$ cat config.mk
export PLATFORM = sky130hd
export DESIGN_NAME = c_comment_stripper_flat
export DESIGN_NICKNAME = d
export VERILOG_FILES = /design/src/design/ccs_pkg.sv /design/src/design/ccs_channels.sv /design/src/design/ccs_step.sv /design/src/design/ccs_result_fifo.sv /design/src/design/c_comment_stripper.sv /design/src/flat_wrapper.sv
export VERILOG_INCLUDE_DIRS = /design/src /design/src/design
export SDC_FILE = /design/constraint.sdc
export NUM_CORES = 1
export LEC_CHECK = 0
export ABC_AREA = 1
export CAP_MARGIN = 10
export CORE_MARGIN = 2
export CORE_UTILIZATION = 69
export CTS_CLUSTER_DIAMETER = 80
export DETAILED_ROUTE_END_ITERATION = 6
export DONT_BUFFER_PORTS = 1
export GPL_ROUTABILITY_DRIVEN = 0
export GPL_TIMING_DRIVEN = 0
export HOLD_SLACK_MARGIN = 0.05
export PLACE_DENSITY = 0.85
export SYNTH_ARGS = -nofsm -noshare
export SYNTH_HDL_FRONTEND = slang
export SYNTH_SLANG_ARGS = --single-unit
$ cat constraint.sdc
create_clock -name clk -period 10 [get_ports clk]
set_input_delay 0.5 -clock clk [delete_from_list [all_inputs] [get_ports clk]]
set_output_delay 0.5 -clock clk [all_outputs]
set_load 0.1 [all_outputs]
$ cat src/design/assert_macros.svh
// Assertion helpers for the design files.
`ifndef ASSERT_MACROS_SVH
`define ASSERT_MACROS_SVH

// Condition that must hold at every clock edge outside reset.
`define CCS_ASSERT_NOW(label, clk, rst_n, cond, msg) \
    label: assert property (@(posedge clk) disable iff (!rst_n) (cond)) else $error(msg);

// Same-cycle implication, checked outside reset.
`define CCS_ASSERT_IMPL(label, clk, rst_n, ante, cons, msg) \
    label: assert property (@(posedge clk) disable iff (!rst_n) (ante) |-> (cons)) \
        else $error(msg);

`endif

$ cat src/design/ccs_pkg.sv
package ccs_pkg;

    typedef enum logic [2:0] {
        PH_CODE     = 3'd0,
        PH_STR      = 3'd1,
        PH_STR_ESC  = 3'd2,
        PH_CHR      = 3'd3,
        PH_CHR_ESC  = 3'd4,
        PH_SLASH    = 3'd5,
        PH_COMMENT  = 3'd6,
        PH_STAR     = 3'd7
    } phase_t;

    localparam logic CMD_BYTE = 1'b0;
    localparam logic CMD_END  = 1'b1;

    localparam logic [1:0] KIND_CHAR     = 2'd0;
    localparam logic [1:0] KIND_END_OK   = 2'd1;
    localparam logic [1:0] KIND_END_OPEN = 2'd2;

    localparam logic [7:0] CH_DQUOTE = 8'h22;
    localparam logic [7:0] CH_SQUOTE = 8'h27;
    localparam logic [7:0] CH_SLASH  = 8'h2F;
    localparam logic [7:0] CH_STAR   = 8'h2A;
    localparam logic [7:0] CH_BSLASH = 8'h5C;
    localparam logic [7:0] CH_NL     = 8'h0A;
    localparam logic [7:0] CH_SPACE  = 8'h20;

    localparam logic [31:0] LINE_FIRST = 32'd1;
    localparam logic [31:0] LINE_MAX   = 32'hFFFF_FFFF;

    typedef struct packed {
        logic       command;
        logic [7:0] source_byte;
    } in_item_t;

    typedef struct packed {
        logic [1:0]  result_kind;
        logic [7:0]  out_byte;
        logic [31:0] error_line;
        logic        last_of_run;
    } out_item_t;

    // Results of one accepted item, handed to the result queue.
    typedef struct packed {
        logic [1:0] count;
        out_item_t  item0;
        out_item_t  item1;
    } push_t;

    function automatic out_item_t mk_char(logic [7:0] c);
        out_item_t r;
        r.result_kind = KIND_CHAR;
        r.out_byte    = c;
        r.error_line  = '0;
        r.last_of_run = 1'b0;
        return r;
    endfunction

    function automatic out_item_t mk_end(logic open, logic [31:0] line);
        out_item_t r;
        r.result_kind = open ? KIND_END_OPEN : KIND_END_OK;
        r.out_byte    = '0;
        r.error_line  = open ? line : '0;
        r.last_of_run = 1'b0;
        return r;
    endfunction

    // Phase after a byte seen in plain code.
    function automatic phase_t code_phase(logic [7:0] c);
        phase_t p;
        if (c == CH_DQUOTE)
            p = PH_STR;
        else if (c == CH_SQUOTE)
            p = PH_CHR;
        else if (c == CH_SLASH)
            p = PH_SLASH;
        else
            p = PH_CODE;
        return p;
    endfunction

endpackage

$ cat src/design/ccs_channels.sv
interface ccs_in_if
    import ccs_pkg::*;
();
    logic     valid;
    logic     ready;
    in_item_t payload;

    modport source (output valid, output payload, input ready);
    modport sink   (input valid, input payload, output ready);
endinterface

interface ccs_out_if
    import ccs_pkg::*;
();
    logic      valid;
    logic      ready;
    out_item_t payload;

    modport source (output valid, output payload, input ready);
    modport sink   (input valid, input payload, output ready);
endinterface

$ cat src/design/ccs_step.sv
module ccs_step
    import ccs_pkg::*;
(
    input  logic     clk,
    input  logic     rst_n,
    input  logic     accept,
    input  in_item_t item_in,
    output push_t    push
);

    phase_t      phase_reg, phase_next;
    logic [31:0] line_reg, line_next;
    logic [31:0] start_reg, start_next;

    logic [7:0]  c;
    logic        open;
    out_item_t   report;
    out_item_t   item0, item1;
    logic [1:0]  cnt;

    always_ff @(posedge clk or negedge rst_n)
    begin
        if (!rst_n)
        begin
            phase_reg <= PH_CODE;
            line_reg  <= LINE_FIRST;
            start_reg <= LINE_FIRST;
        end
        else if (accept)
        begin
            phase_reg <= phase_next;
            line_reg  <= line_next;
            start_reg <= start_next;
        end
    end

    always_comb
    begin
        phase_next = phase_reg;
        line_next  = line_reg;
        start_next = start_reg;
        c          = item_in.source_byte;
        open       = (phase_reg == PH_COMMENT) || (phase_reg == PH_STAR);
        report     = mk_end(open, start_reg);
        item0      = mk_char(CH_SPACE);
        item1      = mk_char(CH_SPACE);
        cnt        = 2'd0;

        if (item_in.command == CMD_END)
        begin
            // pending slash goes out ahead of the report
            if (phase_reg == PH_SLASH)
            begin
                item0 = mk_char(CH_SLASH);
                item1 = report;
                cnt   = 2'd2;
            end
            else
            begin
                item0 = report;
                cnt   = 2'd1;
            end
            phase_next = PH_CODE;
            line_next  = LINE_FIRST;
            start_next = LINE_FIRST;
        end
        else
        begin
            if (c == CH_NL && line_reg != LINE_MAX)
                line_next = line_reg + 32'd1;

            unique case (phase_reg)
                PH_CODE:
                begin
                    phase_next = code_phase(c);
                    if (c != CH_SLASH)
                    begin
                        item0 = mk_char(c);
                        cnt   = 2'd1;
                    end
                end
                PH_STR:
                begin
                    if (c == CH_BSLASH)
                        phase_next = PH_STR_ESC;
                    else if (c == CH_DQUOTE)
                        phase_next = PH_CODE;
                    item0 = mk_char(c);
                    cnt   = 2'd1;
                end
                PH_STR_ESC:
                begin
                    phase_next = PH_STR;
                    item0      = mk_char(c);
                    cnt        = 2'd1;
                end
                PH_CHR:
                begin
                    if (c == CH_BSLASH)
                        phase_next = PH_CHR_ESC;
                    else if (c == CH_SQUOTE)
                        phase_next = PH_CODE;
                    item0 = mk_char(c);
                    cnt   = 2'd1;
                end
                PH_CHR_ESC:
                begin
                    phase_next = PH_CHR;
                    item0      = mk_char(c);
                    cnt        = 2'd1;
                end
                PH_SLASH:
                begin
                    if (c == CH_STAR)
                    begin
                        phase_next = PH_COMMENT;
                        start_next = line_next;
                    end
                    else if (c == CH_SLASH)
                    begin
                        // first slash out, second stays pending
                        item0 = mk_char(CH_SLASH);
                        cnt   = 2'd1;
                    end
                    else
                    begin
                        item0      = mk_char(CH_SLASH);
                        item1      = mk_char(c);
                        cnt        = 2'd2;
                        phase_next = code_phase(c);
                    end
                end
                PH_COMMENT:
                begin
                    if (c == CH_NL)
                    begin
                        item0 = mk_char(c);
                        cnt   = 2'd1;
                    end
                    else if (c == CH_STAR)
                        phase_next = PH_STAR;
                end
                PH_STAR:
                begin
                    if (c == CH_SLASH)
                    begin
                        phase_next = PH_CODE;
                        item0      = mk_char(CH_SPACE);
                        cnt        = 2'd1;
                    end
                    else if (c != CH_STAR)
                    begin
                        phase_next = PH_COMMENT;
                        if (c == CH_NL)
                        begin
                            item0 = mk_char(c);
                            cnt   = 2'd1;
                        end
                    end
                end
                default:
                begin
                    phase_next = PH_CODE;
                end
            endcase
        end

        item0.last_of_run = (cnt == 2'd1);
        item1.last_of_run = 1'b1;
    end

    assign push.count = accept ? cnt : 2'd0;
    assign push.item0 = item0;
    assign push.item1 = item1;

endmodule

$ cat src/design/ccs_result_fifo.sv
module ccs_result_fifo
    import ccs_pkg::*;
#(
    parameter int DEPTH = 4
)
(
    input  logic             clk,
    input  logic             rst_n,
    input  push_t            push,
    output logic             room,
    ccs_out_if.source        results
);

    localparam int PTR_W = $clog2(DEPTH);
    localparam int CNT_W = $clog2(DEPTH + 1);

    out_item_t               mem [DEPTH];
    logic [PTR_W-1:0]        wr_reg, wr_next, rd_reg, rd_next, wr_second;
    logic [CNT_W-1:0]        cnt_reg, cnt_next;
    logic                    pop;

    function automatic logic [PTR_W-1:0] inc(logic [PTR_W-1:0] p);
        return (p == PTR_W'(DEPTH - 1)) ? '0 : p + 1'b1;
    endfunction

    assign pop       = results.valid && results.ready;
    assign wr_second = inc(wr_reg);

    always_comb
    begin
        case (push.count)
            2'd1:    wr_next = wr_second;
            2'd2:    wr_next = inc(wr_second);
            default: wr_next = wr_reg;
        endcase
        rd_next  = pop ? inc(rd_reg) : rd_reg;
        cnt_next = cnt_reg + CNT_W'(push.count) - CNT_W'(pop);
    end

    always_ff @(posedge clk)
    begin
        if (push.count != 2'd0)
            mem[wr_reg] <= push.item0;
        if (push.count == 2'd2)
            mem[wr_second] <= push.item1;
    end

    always_ff @(posedge clk or negedge rst_n)
    begin
        if (!rst_n)
        begin
            wr_reg  <= '0;
            rd_reg  <= '0;
            cnt_reg <= '0;
        end
        else
        begin
            wr_reg  <= wr_next;
            rd_reg  <= rd_next;
            cnt_reg <= cnt_next;
        end
    end

    // space for the two results an item may cause
    assign room            = (cnt_reg <= CNT_W'(DEPTH - 2));
    assign results.valid   = (cnt_reg != '0);
    assign results.payload = mem[rd_reg];

endmodule

$ cat src/design/c_comment_stripper.sv
// C block comment stripper.
// chars (sink side): one transfer per source byte (command = 0) or per
//   end-of-input marker (command = 1). A transfer completes when valid and
//   ready are both high at a rising edge of clk.
// results (source side): one transfer per result item: a kept character, or
//   an end report (end ok, or unterminated comment with its start line).
//   last_of_run marks the final result caused by one input transfer.
// Ordering: results are written to the queue when their input transfers and are offered from it in order.
// Throughput: one input per cycle while each yields at most one result and
//   the receiver keeps ready high; a byte that yields two results (a pending
//   slash plus the byte) needs two result transfers, so the rate is then set
//   by the one-per-cycle drain of the result queue.
// Stall: results wait in a small queue; chars.ready drops only when the queue
//   lacks room for two results, so the input keeps flowing during a short
//   receiver stall.
// Reset (rst_n, async, active low): machine in plain code, line counter and
//   comment start line at 1, queue empty. An end-of-input marker returns the
//   machine to that same state.
`include "assert_macros.svh"

module c_comment_stripper
    import ccs_pkg::*;
#(
    parameter int RESULT_DEPTH = 4
)
(
    input  logic      clk,
    input  logic      rst_n,
    ccs_in_if.sink    chars,
    ccs_out_if.source results
);

    logic  accept;
    logic  room;
    push_t push;

    assign chars.ready = room;
    assign accept      = chars.valid && room;

    // phase machine and line tracking
    ccs_step u_step (
        .clk     (clk),
        .rst_n   (rst_n),
        .accept  (accept),
        .item_in (chars.payload),
        .push    (push)
    );

    // result queue, drains one result per cycle while the receiver is ready
    ccs_result_fifo #(
        .DEPTH (RESULT_DEPTH)
    ) u_fifo (
        .clk     (clk),
        .rst_n   (rst_n),
        .push    (push),
        .room    (room),
        .results (results)
    );

    // An end marker always produces its report.
    `CCS_ASSERT_IMPL(a_end_reports, clk, rst_n, accept && chars.payload.command == CMD_END, push.count != 2'd0, "end marker produced no report")

    // Only the second of a pair closes the run.
    `CCS_ASSERT_IMPL(a_pair_last, clk, rst_n, push.count == 2'd2, push.item1.last_of_run && !push.item0.last_of_run, "bad last_of_run on result pair")

    // End reports always close their run; characters carry no line.
    `CCS_ASSERT_IMPL(a_report_last, clk, rst_n, results.valid && results.payload.result_kind != KIND_CHAR, results.payload.last_of_run, "end report not last of run")
    `CCS_ASSERT_IMPL(a_char_line, clk, rst_n, results.valid && results.payload.result_kind == KIND_CHAR, results.payload.error_line == 32'd0, "character with a line number")

endmodule

$ cat src/flat_wrapper.sv
// flat-port wrapper written by rule: the top's interface ports become plain ports
module c_comment_stripper_flat import ccs_pkg::*;
#(
    parameter int RESULT_DEPTH = 4
)
  (clk, rst_n, chars_valid, chars_payload, chars_ready, results_valid, results_payload, results_ready);
  ccs_in_if chars_i ();
  ccs_out_if results_i ();
  input  logic clk;
  input  logic rst_n;
  input wire logic [$bits(chars_i.valid)-1:0] chars_valid;
  input wire logic [$bits(chars_i.payload)-1:0] chars_payload;
  output wire logic [$bits(chars_i.ready)-1:0] chars_ready;
  output wire logic [$bits(results_i.valid)-1:0] results_valid;
  output wire logic [$bits(results_i.payload)-1:0] results_payload;
  input wire logic [$bits(results_i.ready)-1:0] results_ready;
  assign chars_i.valid = chars_valid;
  assign chars_i.payload = chars_payload;
  assign chars_ready = chars_i.ready;
  assign results_valid = results_i.valid;
  assign results_payload = results_i.payload;
  assign results_i.ready = results_ready;
  c_comment_stripper #(.RESULT_DEPTH(RESULT_DEPTH)) u_core (.clk(clk), .rst_n(rst_n), .chars(chars_i), .results(results_i));
endmodule
-- Word-level counts from Yosys, hierarchy flattened
Memories as Yosys holds them, arrays and structs flattened.
Cells that the tools add are included.
- bits in registers: 74
- output and inout bits: 45
- input bits: 13
- memories kept: 1
- word-level logic and storage cells: 110
- memory bits (writable): 172
- muxes and demuxes: 55
- add/sub/neg operators: 6
- reductions and logical operators: 13
- equality and inequality tests: 28
- order comparisons: 1
- memories (name ; depth ; width ; rd ports ; clocked after memory_dff ; write ports ; line ; RTL):
    u_core.u_fifo.mem ; 4 ; 43 ; 1 ; 0 ; 2 ; ccs_result_fifo.sv:17 ; out_item_t mem [DEPTH];
- operator list (cell ; count):
    41-bit two-way mux ; 7
    43-bit case mux with 5 select lines ; 1
    32-bit two-way mux ; 6
    43-bit two-way mux ; 4
    3-bit two-way mux ; 14
    37-bit two-way mux ; 1
    32-bit by 1-bit adder with 32-bit output, second input constant ; 1
    8-bit by 6-bit == test with 1-bit output, second input constant ; 4
    32-bit != test, second input constant ; 1
    3-bit case mux with 8 select lines ; 1
    2-bit two-way mux ; 11
    8-bit by 6-bit != test with 1-bit output, second input constant ; 2
    3-bit == test, second input constant ; 4
    2-bit case mux with 5 select lines ; 1
    2-bit == test, second input constant ; 4
    8-bit by 4-bit == test with 1-bit output, second input constant ; 1
    8-bit by 7-bit == test with 1-bit output, second input constant ; 1
    1-bit two-way mux ; 8
    4-bit != test, second input constant ; 2
    2-bit nonzero test ; 4
    7-bit AND reduction ; 1
    2-bit by 1-bit adder with 2-bit output, second input constant ; 3
    3-bit by 2-bit == test with 1-bit output, second input constant ; 2
    2-bit by 1-bit == test with 1-bit output, second input constant ; 2
    other kinds (15) ; 17

-- Depth between registers and ports, before layout
Gate-level depths: netlist (run 1).
- depth after elaboration: 10
- gate-level depth with buffers: 20

-- Hierarchy
A second synthesis (run 1) with hierarchy kept.
- cells, all modules: 1824
- area total of the unflattened synthesis: 14057.2 um^2
- modules (own cells, without submodules) (module ; cells each ; seq. area each (um^2) ; area each (um^2) ; times used):
    ccs_result_fifo ; 954 ; 5340.1 ; 8843.5 ; 1
    ccs_step ; 868 ; 1679.1 ; 5206.2 ; 1
    c_comment_stripper ; 2 ; 0.0 ; 7.5 ; 1

-- Worst setup path after synthesis (run 1)
Ideal clock, no wire load.
- kind: reg-to-reg
- start: register u_core.u_fifo.cnt_reg[1]
- end: memory u_core.u_fifo.mem[0][10] in the netlist's numbering (enable)
- clock period less this slack: 4.786 ns
- setup slack: 5.214 ns
- setup time: 0.401 ns
- buffers on the path: 1
- cell stages (with the launch flop): 10
- arrival: 4.386 ns
- cell sequence: dfrtp_1 a21oi_1 nand2_1 inv_1 clkbuf_1 o21ai_0 inv_1 ha_1 nand2_1 nand2_1
- RTL lines (item ; line ; RTL):
    start: declaration ; ccs_result_fifo.sv:19 ; logic [CNT_W-1:0] cnt_reg, cnt_next;
    start signal: assignment ; ccs_result_fifo.sv:60 ; cnt_reg <= cnt_next;
    end: declaration ; ccs_result_fifo.sv:17 ;

==> flow_metrics.py, run 1 <==
metrics = {
    "worst_setup_path": {
        "crit_buf_inv": 9,
        "worstPathRequired_ns": 10.26,
        "endpoint_kind": "register",
        "crit_family": "buffers and inverters",
        "path_max_fanout": 10,
        "critPathMostFrequentCell": "inv_1",
        "critPathLaunchType": "register",
        "arrival_ns": 4.47,
        "max_stage_delay_ns": 0.48,
        "cp_cell_sequence": "a21oi_2 > buf_16 > buf_1 > nand2_1 > inv_1 > clkbuf_1 > o21ai_0 > inv_1 > ha_1 > nand2_1 > inv_1 > nor2_1 > inv_1 > nor2_1 > inv_1 > clkbuf_1 > nor2_1",
        "crit_type": "reg2reg",
        "slowest_stage": "clkbuf_1",
    },
    "layout": {
        "n_antenna_cell": 0,
        "nNetsFinal": 1568,
        "fill_cells": 1133,
        "largest_register_ffs": 172,
        "fin_cells": 1788,
        "area_growth_pct": 12.1,
        "drive_above_1_share_pct": 8.27,
    },
    "yosys": {
        "synth_area_um2": 12500,
        "syn-instance-count": 1505,
        "ys_ff_latch": 246,
        "synth.avg_cell_area_um2": 8.30,
        "yosys.area_share.simple_pct": 27.1,
        "ys_warn_count": 0,
        "yosysUniqueCellTypes": 32,
        "synth_compound_area_share_pct": 8.47,
        "yosysSeqAreaShare_pct": 55.9,
        "synth_nets": 1533,
        "synth_top_family_by_area": "simple AND/OR/NAND/NOR gates",
        "synthMuxAreaShare_pct": 0,
        "synth-adder-area-share_pct": 1.56,
        "synth_xor_area_share_pct": 1.12,
    },
    "drt": {
        "routedWlPerCell_um": 19.9,
        "drt-met1-wl_um": 12800,
        "drcViolationCount": 0,
        "first_iter_violations": 1334,
        "vias": 11100,
        "via_per_inst": 6.18,
        "dr_wl_met2_um": 17200,
        "dr.pass1.iters": 7,
        "dr.max_layer_used": "met4",
        "met3_length_um": 4160,
        "wl_um": 35500,
        "postRouteAntennaNets": 0,
    },
    "clock_network": {
        "cts_tree": "built",
        "postCtsResizedCells": 0,
        "numCtsBuffers": 25,
        "cts_setup_buffers": 0,
        "cts.path.max_buffers": 3,
        "clkSinkCount": 246,
        "cts_hold_buf": 2,
        "clock_latency_ns": 0.53,
        "clockRootBuffer": "clkbuf_16",
        "htree_levels": 1,
        "clkTransAtPathRegs_ns": 0.06,
    },
    "timing": {
        "finalCritPeriodShare_pct": 42.1,
        "max_freq_ghz": 0.238,
        "fin_tns_setup_ns": 0,
        "grt_setup_unrepaired": "no",
        "finClkSkew_ns": 0.0127,
        "worst_pin_slew_ns": 1.21,
        "min_period_ns": 4.21,
        "hold_viol": 0,
        "maxSlewHeadroom_pct": 19.6,
        "setup-violations-final": 0,
        "slew_viol_final": 0,
    },
    "global_route": {
        "grt_pass1_wl_um": 56200,
        "grt_pass1_vias": 10700,
        "grt_max_degree": 75,
        "grt_overflow": 0,
        "grt_usage_pct": 36.9,
        "grt_antenna_before_repair": 0,
    },
    "place": {
        "numPortBuffers": 0,
        "dp_cells": 1740,
        "dp_hpwl_um": 22600,
    },
    "die": {
        "ios": 58,
        "dieArea_um2": 19200,
        "fp.dieH_um": 139,
        "core-area_um2": 17800,
        "rows": 49,
        "start_util_pct": 70.0,
        "dieWidth_um": 139,
    },
    "pwr": {
        "p_total_mw": 4.08,
        "powerDensity_nw_per_um2": 292,
        "leakage_nw": 5.61,
        "ir_worst_vdd_v": 0.000359,
    },
    "hold_path": {
        "hold_path_class": "in2reg",
    },
    "run_status": {
        "status": "complete, no violations",
    },
    "flow_run": {
        "drv_cap": 0,
    },
}
## stage by stage
stage	hold slack [ns]	utilization (%)	worst slack [ns]	instance area [µm²]
final	0.364	78.4	5.79	14000
after global routing	0.375	78.4	5.46	14000
after CTS	0.358	78.4	5.85	14000
after detailed placement	0.208	73.8	5.92	13200
after global placement	0.209	71.6	3.77	12800
after floorplan	0.204	-	5.21	12500
## Yosys cell counts
| master | n | area (µm²) |
|---|---|---|
| nand2_1 | 432 | 1620 |
| nor2_1 | 303 | 1140 |
| edfxtp_1 | 168 | 5040 |
| o21ai_0 | 121 | 606 |
| inv_1 | 114 | 428 |
| nand3_1 | 93 | 465 |
| dfrtp_1 | 72 | 1800 |
| o22ai_1 | 60 | 375 |
| clkbuf_1 | 38 | 143 |
| buf_2 | 20 | 100 |
| ha_1 | 14 | 175 |
| xor2_1 | 11 | 96.3 |
| a21oi_1 | 9 | 45.0 |
| nand4_1 | 7 | 43.8 |
| buf_1 | 5 | 18.8 |
| nor3_1 | 5 | 25.0 |
| xnor2_1 | 5 | 43.8 |
| dfxtp_1 | 4 | 80.1 |
| or2_2 | 4 | 25.0 |
| nand2_2 | 3 | 18.8 |
| nor2_4 | 3 | 33.8 |
| buf_6 | 2 | 22.5 |
| dfstp_2 | 2 | 52.6 |
| inv_2 | 2 | 7.51 |
| a21boi_0 | 1 | 7.51 |
| a21oi_2 | 1 | 8.76 |
| clkinv_1 | 1 | 3.75 |
| fa_1 | 1 | 20.0 |
| nand2_4 | 1 | 11.3 |
| nand3b_1 | 1 | 7.51 |
| o21a_1 | 1 | 7.51 |
| o21bai_1 | 1 | 7.51 |
## kinds of logic after synthesis
| group | after synthesis |
|---|---|
| buf+inv | 182 |
| simple gates | 852 |
| fa+ha+maj | 15 |
| compound gates | 194 |
| flops | 246 |
| xor+xnor | 16 |
## per-layer routing
metal | track usage [%] | up-vias
li1 | - | 4995
met1 | 48.4 | 5091
met2 | 61.6 | 820
met3 | 6.65 | 151
met4 | 15.2 | 0
met5 | 0 | -
## worst reg2reg max path: stages (launching register included)
cell and delay [ns]:
dfrtp_1 0.41, a21oi_2 0.23, buf_16 0.20, buf_1 0.10, nand2_1 0.24, inv_1 0.17, clkbuf_1 0.39, o21ai_0 0.28
inv_1 0.14, ha_1 0.23, nand2_1 0.21, inv_1 0.17, nor2_1 0.12, inv_1 0.19, nor2_1 0.11, inv_1 0.17
clkbuf_1 0.48, nor2_1 0.11
## final timing paths
| path | cells after the start | start | slack [ns] | to |
|---|---|---|---|---|
| min in group asynchronous | 2 | rst_n | 0.58 | u_core.u_step.start_reg[14] |
| min | 2 | chars_payload[4] | 0.36 | u_core.u_fifo.mem[1][37] |
| max in group asynchronous | 2 | rst_n | 9.10 | u_core.u_step.line_reg[0] |
| max reg2reg | 17 | u_core.u_fifo.cnt_reg[1] | 5.79 | u_core.u_fifo.mem[1][31] |
| max | 17 | u_core.u_fifo.cnt_reg[1] | 5.79 | u_core.u_fifo.mem[1][31] |
| min reg2reg | 2 | u_core.u_step.start_reg[27] | 0.49 | u_core.u_step.start_reg[27] |
## power by group
| group | switching, mW | internal (mW) |
|---|---|---|
| registers | 0.0763 | 1.20 |
| logic | 1.60 | 0.291 |
| clock network | 0.403 | 0.508 |
## cells in the final DEF (no fill, tap or decap), types with 3 or more instances in the layout
cell type / instances
nand2_1: 428
nor2_1: 303
edfxtp_1: 168
o21ai_0: 121
inv_1: 114
nand3_1: 93
dfrtp_1: 72
clkbuf_1: 44
o22ai_2: 43
clkbuf_16: 26
buf_2: 20
o22ai_1: 17
ha_1: 14
xor2_1: 11
a21oi_1: 8
nand4_1: 7
nand2_2: 7
buf_1: 6
xnor2_1: 5
nor3_1: 5
clkinv_1: 4
or2_2: 4
clkbuf_8: 4
buf_12: 4
dfxtp_1: 4
nor2_4: 3
clkinv_2: 3
## layout make-up
| type | instances | area (µm²) | area share, % |
|---|---|---|---|
| Tap cell | 229 | 287 | 2.05 |
| Timing Repair Buffer | 8 | 149 | 1.06 |
| Multi-Input combinational cell | 1077 | 5060 | 36.2 |
| Buffer | 65 | 284 | 2.03 |
| Clock buffer | 36 | 728 | 5.20 |
| Inverter | 117 | 439 | 3.14 |
| Clock inverter | 10 | 60.1 | 0.429 |
| Sequential cell | 246 | 6980 | 49.9 |
(Power assumes the default switching activity.)
==> inputs of run 2 (changes only) <==
- CORE_UTILIZATION: 69 -> 64
- PLACE_DENSITY: 0.85 -> 0.8
- clock period: 10 -> 4.2 ns (I/O delays scaled with it)
==> flow_metrics.py, run 2 (synthesized netlist as in run 1, its figures left out) <==
metrics = {
    "layout": {
        "n_antenna_cell": 0,
        "fill_cells": 1426,
        "largest_register_ffs": 172,
        "final_common_cell": "nand2_1",
        "mostFrequentLayoutCells": "nand2_1 (427), nor2_1 (302), edfxtp_1 (168)",
        "area_growth_pct": 12.7,
        "fin_area_um2": 14100,
        "nNetsFinal": 1566,
        "drive_above_1_share_pct": 8.61,
    },
    "die": {
        "ios": 58,
        "start_util_pct": 64.8,
        "dieArea_um2": 20600,
        "core-area_um2": 19300,
        "dieWidth_um": 144,
        "fp.dieH_um": 144,
        "rows": 51,
    },
    "global_route": {
        "grt_overflow": 0,
        "grt_pass1_vias": 9961,
        "grt_usage_pct": 31.8,
        "grt_max_degree": 75,
        "grt_antenna_before_repair": 0,
        "grt_pass1_wl_um": 50900,
    },
    "timing": {
        "holdWs_ns": 0.105,
        "grt_setup_unrepaired": "no",
        "max_freq_ghz": 0.252,
        "worst_pin_slew_ns": 1.20,
        "maxSlewHeadroom_pct": 20.2,
        "fin_ws_ns": 0.229,
        "finClkSkew_ns": 0.0192,
        "min_period_ns": 3.97,
        "slew_viol_final": 0,
        "hold_viol": 0,
        "fin_tns_setup_ns": 0,
        "setup-violations-final": 0,
        "finalCritPeriodShare_pct": 94.5,
    },
    "drt": {
        "drcViolationCount": 1,
        "first_iter_violations": 1029,
        "wl_um": 32800,
        "postRouteAntennaNets": 0,
        "vias": 10700,
        "routedWlPerCell_um": 18.0,
        "via_per_inst": 5.88,
        "dr.pass1.iters": 7,
    },
    "worst_setup_path": {
        "crit_type": "reg2reg",
        "arrival_ns": 4.33,
        "worstPathRequired_ns": 4.56,
        "ff2ff_setup_slack_ns": 0.23,
        "critPathLaunchType": "register",
        "path_max_fanout": 10,
        "endpoint_kind": "register",
    },
    "place": {
        "dpl_cell_area_um2": 13200,
        "dp_worst_setup_slack_ns": -0.734,
        "dp_hpwl_um": 22500,
        "numPortBuffers": 0,
    },
    "pwr": {
        "powerDensity_nw_per_um2": 690,
        "ir_worst_vdd_v": 0.000534,
        "leakage_nw": 5.62,
    },
    "flow_run": {
        "drv_cap": 0,
    },
    "hold_path": {
        "hold_path_class": "in2reg",
    },
    "clock_network": {
        "clkTransAtPathRegs_ns": 0.06,
        "htree_levels": 1,
        "numCtsBuffers": 25,
        "clockRootBuffer": "clkbuf_16",
        "clkSinkCount": 246,
        "cts.path.max_buffers": 3,
        "cts_tree": "built",
        "clock_latency_ns": 0.52,
    },
    "run_status": {
        "violations": "DRC",
        "status": "finished with violations",
    },
}
[run 2: changes by cell type in the layout (fill, tap and decap cells not counted), moves of 2 or more]
cell / previous run / this run
bufinv_16: 0 / 3
clkbuf_1: 44 / 42
clkbuf_2: 0 / 3
clkinv_1: 4 / 1
[run 2: metal layers]
layer | track usage (%) | routed length, µm | vias to the layer above
met5 | 0 | 0 | -
met3 | 4.70 | 3180 | 93
li1 | - | - | 5007
met2 | 51.1 | 15400 | 602
met1 | 44.9 | 13200 | 5006
met4 | 11.4 | 1000 | 0
[run 2: path summary, 6_finish.rpt]
kind,startpoint,end,depth (start not counted)
max,u_core.u_fifo.cnt_reg[1],u_core.u_fifo.mem[2][13],13
min,chars_payload[2],u_core.u_fifo.mem[1][35],2
max reg2reg,u_core.u_fifo.cnt_reg[1],u_core.u_fifo.mem[2][13],13
min reg2reg,u_core.u_step.start_reg[30],u_core.u_step.start_reg[30],2
max in group asynchronous,rst_n,u_core.u_step.start_reg[0],2
min in group asynchronous,rst_n,u_core.u_step.start_reg[23],2
[run 2: layout make-up]
type | instances | area [µm²] | share of cell area, %
Clock inverter | 9 | 131 | 0.934
Inverter | 117 | 443 | 3.15
Clock buffer | 36 | 697 | 4.95
Sequential cell | 246 | 6980 | 49.6
Buffer | 64 | 284 | 2.02
Timing Repair Buffer | 7 | 128 | 0.907
Tap cell | 265 | 332 | 2.36
Multi-Input combinational cell | 1077 | 5080 | 36.1
[run 2: worst max-delay path: stages (launching register included)]
cell and delay (ns):
dfrtp_1 0.43, a21oi_4 0.62, nand2_2 0.33, a21oi_1 0.29, inv_1 0.12, ha_1 0.24
nand2_1 0.28, inv_1 0.15, nor2_1 0.36, inv_1 0.21, nor2_1 0.29, inv_1 0.16
buf_2 0.23, nor2_1 0.12
[run 2: power breakdown]
| group | internal, mW | leakage, nW | switching, mW |
|---|---|---|---|
| sequential | 2.86 | 2.62 | 0.177 |
| combinational | 0.664 | 2.60 | 3.77 |
| clock | 1.34 | 0.407 | 0.906 |
| total | 4.86 | 5.62 | 4.85 |
[run 2: per-stage QoR]
stage          power, mW  std cells  util, %
2_1_floorplan       6.53       1505        -
3_3_place_gp        7.10       1770     66.5
5_1_grt             10.1       1821     73.0
4_1_cts             9.68       1821     73.0
6_report            9.71       1821     73.0
3_5_place_dp        7.41       1774     68.4
[run 2: what timing repair did]
| item | in CTS | in global routing |
|---|---|---|
| hold endpoints to repair | 77 | 0 |
| buffers inserted | 0 | 0 |
| hold buffers | 3 | 0 |
| pin swaps | 1 | 1 |
| setup endpoints to repair | 245 | 108 |
| resized for setup | 5 | 2 |
==> inputs of run 3 (changes only) <==
- CORE_MARGIN: 2 -> not set
- CORE_UTILIZATION: 64 -> 50
- PLACE_DENSITY: 0.8 -> not set
==> flow_metrics.py, run 3 (synthesized netlist as in run 1, its figures left out) <==
metrics = {
    "layout": {
        "mostFrequentLayoutCells": "nand2_1 (426), nor2_1 (300), edfxtp_1 (168)",
        "fin_util_pct": 58.3,
        "fin_cells": 1887,
        "final_common_cell": "nand2_1",
        "largest_register_ffs": 172,
        "nNetsFinal": 1570,
        "fin_area_um2": 14200,
        "area_growth_pct": 14.0,
        "drive_above_1_share_pct": 8.89,
        "n_antenna_cell": 0,
    },
    "pwr": {
        "power_frac_comb_pct": 45.1,
        "switching_share_pct": 50.0,
        "powerDensity_nw_per_um2": 689,
        "p_switching_mw": 4.91,
        "p_int_mw": 4.90,
        "leakage_nw": 5.65,
        "p_total_mw": 9.81,
        "ir_worst_vdd_v": 0.000406,
        "clkPwrFrac_pct": 24.0,
        "seqPwrFrac_pct": 30.9,
    },
    "global_route": {
        "grt_pass1_wl_um": 53600,
        "grt_usage_pct": 27.1,
        "grt_overflow": 0,
        "grt_antenna_before_repair": 0,
        "grt_max_degree": 75,
        "grt_pass1_vias": 9514,
    },
    "timing": {
        "worst_pin_slew_ns": 1.20,
        "maxSlewHeadroom_pct": 20.1,
        "setup-violations-final": 0,
        "finClkSkew_ns": 0.0114,
        "slew_viol_final": 0,
        "min_period_ns": 3.92,
        "hold_viol": 0,
        "fin_tns_setup_ns": 0,
        "max_freq_ghz": 0.255,
        "finalCritPeriodShare_pct": 93.3,
        "grt_setup_unrepaired": "no",
    },
    "run_status": {
        "status": "complete, no violations",
    },
    "die": {
        "ios": 58,
        "dieArea_um2": 25600,
        "fp.dieH_um": 160,
        "dieWidth_um": 160,
        "core-area_um2": 24400,
        "start_util_pct": 51.2,
        "rows": 57,
    },
    "hold_path": {
        "hold_path_class": "in2reg",
        "hold_depth": 2,
    },
    "worst_setup_path": {
        "critPathMostFrequentCell": "inv_1",
        "endpoint_kind": "register",
        "crit_type": "reg2reg",
        "crit_family": "simple AND/OR/NAND/NOR gates",
        "r2r.worst_path.cells": 13,
        "cp_cell_sequence": "a21oi_4 > nand2_2 > a21oi_1 > inv_1 > ha_1 > nand2_1 > inv_1 > nor2_2 > inv_1 > nor2_1 > inv_1 > buf_2 > nor2_1",
        "critPathLaunchType": "register",
        "slowest_stage": "a21oi_4",
        "arrival_ns": 4.32,
        "ff2ff_setup_slack_ns": 0.28,
        "worst-path-stages": 13,
        "max_stage_delay_ns": 0.62,
        "crit_buf_inv": 5,
        "path_max_fanout": 10,
        "worstPathRequired_ns": 4.60,
    },
    "drt": {
        "vias": 10300,
        "postRouteAntennaNets": 0,
        "routedWlPerCell_um": 18.2,
        "wl_um": 34400,
        "dr.pass1.iters": 6,
        "via_per_inst": 5.46,
        "drcViolationCount": 0,
        "first_iter_violations": 1027,
    },
    "place": {
        "dp_hpwl_um": 24100,
        "numPortBuffers": 0,
        "dp_cells": 1833,
        "dpl_cell_area_um2": 13300,
    },
    "clock_network": {
        "cts_tree": "built",
        "clock_latency_ns": 0.55,
        "htree_levels": 1,
        "clkTransAtPathRegs_ns": 0.06,
        "clkSinkCount": 246,
        "cts.path.max_buffers": 3,
        "cts_setup_buffers": 0,
        "numCtsBuffers": 27,
        "clockRootBuffer": "clkbuf_16",
    },
    "flow_run": {
        "drv_cap": 0,
    },
}
## run 3: changes by cell type in the layout (fill, tap and decap cells not counted), moves of 2 or more
cell           before  now
clkbuf_1           42   44
clkbuf_16          25   27
dlygate4sd3_1       2    4
inv_6               3    1
nor2_1            302  300
nor2_2              1    3
## run 3: power groups by stage
| stage | Clock, mW | Combinational, mW | Sequential [mW] |
|---|---|---|---|
| after floorplan | 0 | 3.52 | 3.02 |
| after global placement | 0 | 4.11 | 3.08 |
| after detailed placement | 0 | 4.39 | 3.07 |
| after CTS | 2.39 | 4.43 | 3.03 |
| after global routing | 2.48 | 4.66 | 3.06 |
| final | 2.36 | 4.42 | 3.03 |
## run 3: cell type report
type	instances	area, µm²
inverter	117	447
clock inverter	10	124
clock buffer	40	754
sequential	246	6980
buffer	64	284
fill	2263	10200
tap	324	405
timing repair buffer	9	148
multi-input combinational	1077	5080
## run 3: repair_timing
| action | CTS | global route |
|---|---|---|
| endpoints found under the setup margin | 326 | 120 |
| hold buffers | 5 | 0 |
| pin swaps | 1 | 1 |
| hold endpoints to repair | 82 | 0 |
| gates resized for setup | 5 | 7 |
## run 3: routing by layer
metal  part of all wire [%]  vias up  GRT usage (%)
met5                      0        -              0
met4                    1.8        0           6.06
met3                    5.8       40           3.06
met2                     46      336           43.2
met1                     46     4916           39.9
li1                       -     5007              -
## run 3: worst register-to-register path, delay by kind of cell, from the launching register on
family,cells,cell delay (ns)
AND/OR/NAND/NOR,5,1.30
AO/OA/AOI/OAI,2,0.92
buffers and inverters,5,0.88
flip-flops,1,0.42
adder cells (fa/ha/maj),1,0.24
## run 3: metrics by stage
step	worst slack, ns	hold WS, ns
after floorplan	0.163	-0.0856
after global placement	-1.51	-0.0839
after detailed placement	-0.903	-0.0814
after CTS	0.0338	0.0510
after global routing	0.0166	0.0671
final	0.281	0.0812
## run 3: worst paths after layout
kind | endpoint | from
max | u_core.u_fifo.mem[0][7] | u_core.u_fifo.cnt_reg[1]
min | u_core.u_fifo.mem[1][40] | chars_payload[7]
max reg2reg | u_core.u_fifo.mem[0][7] | u_core.u_fifo.cnt_reg[1]
min reg2reg | u_core.u_step.start_reg[0] | u_core.u_step.start_reg[0]
max in group asynchronous | u_core.u_step.start_reg[0] | rst_n
min in group asynchronous | u_core.u_step.start_reg[22] | rst_n
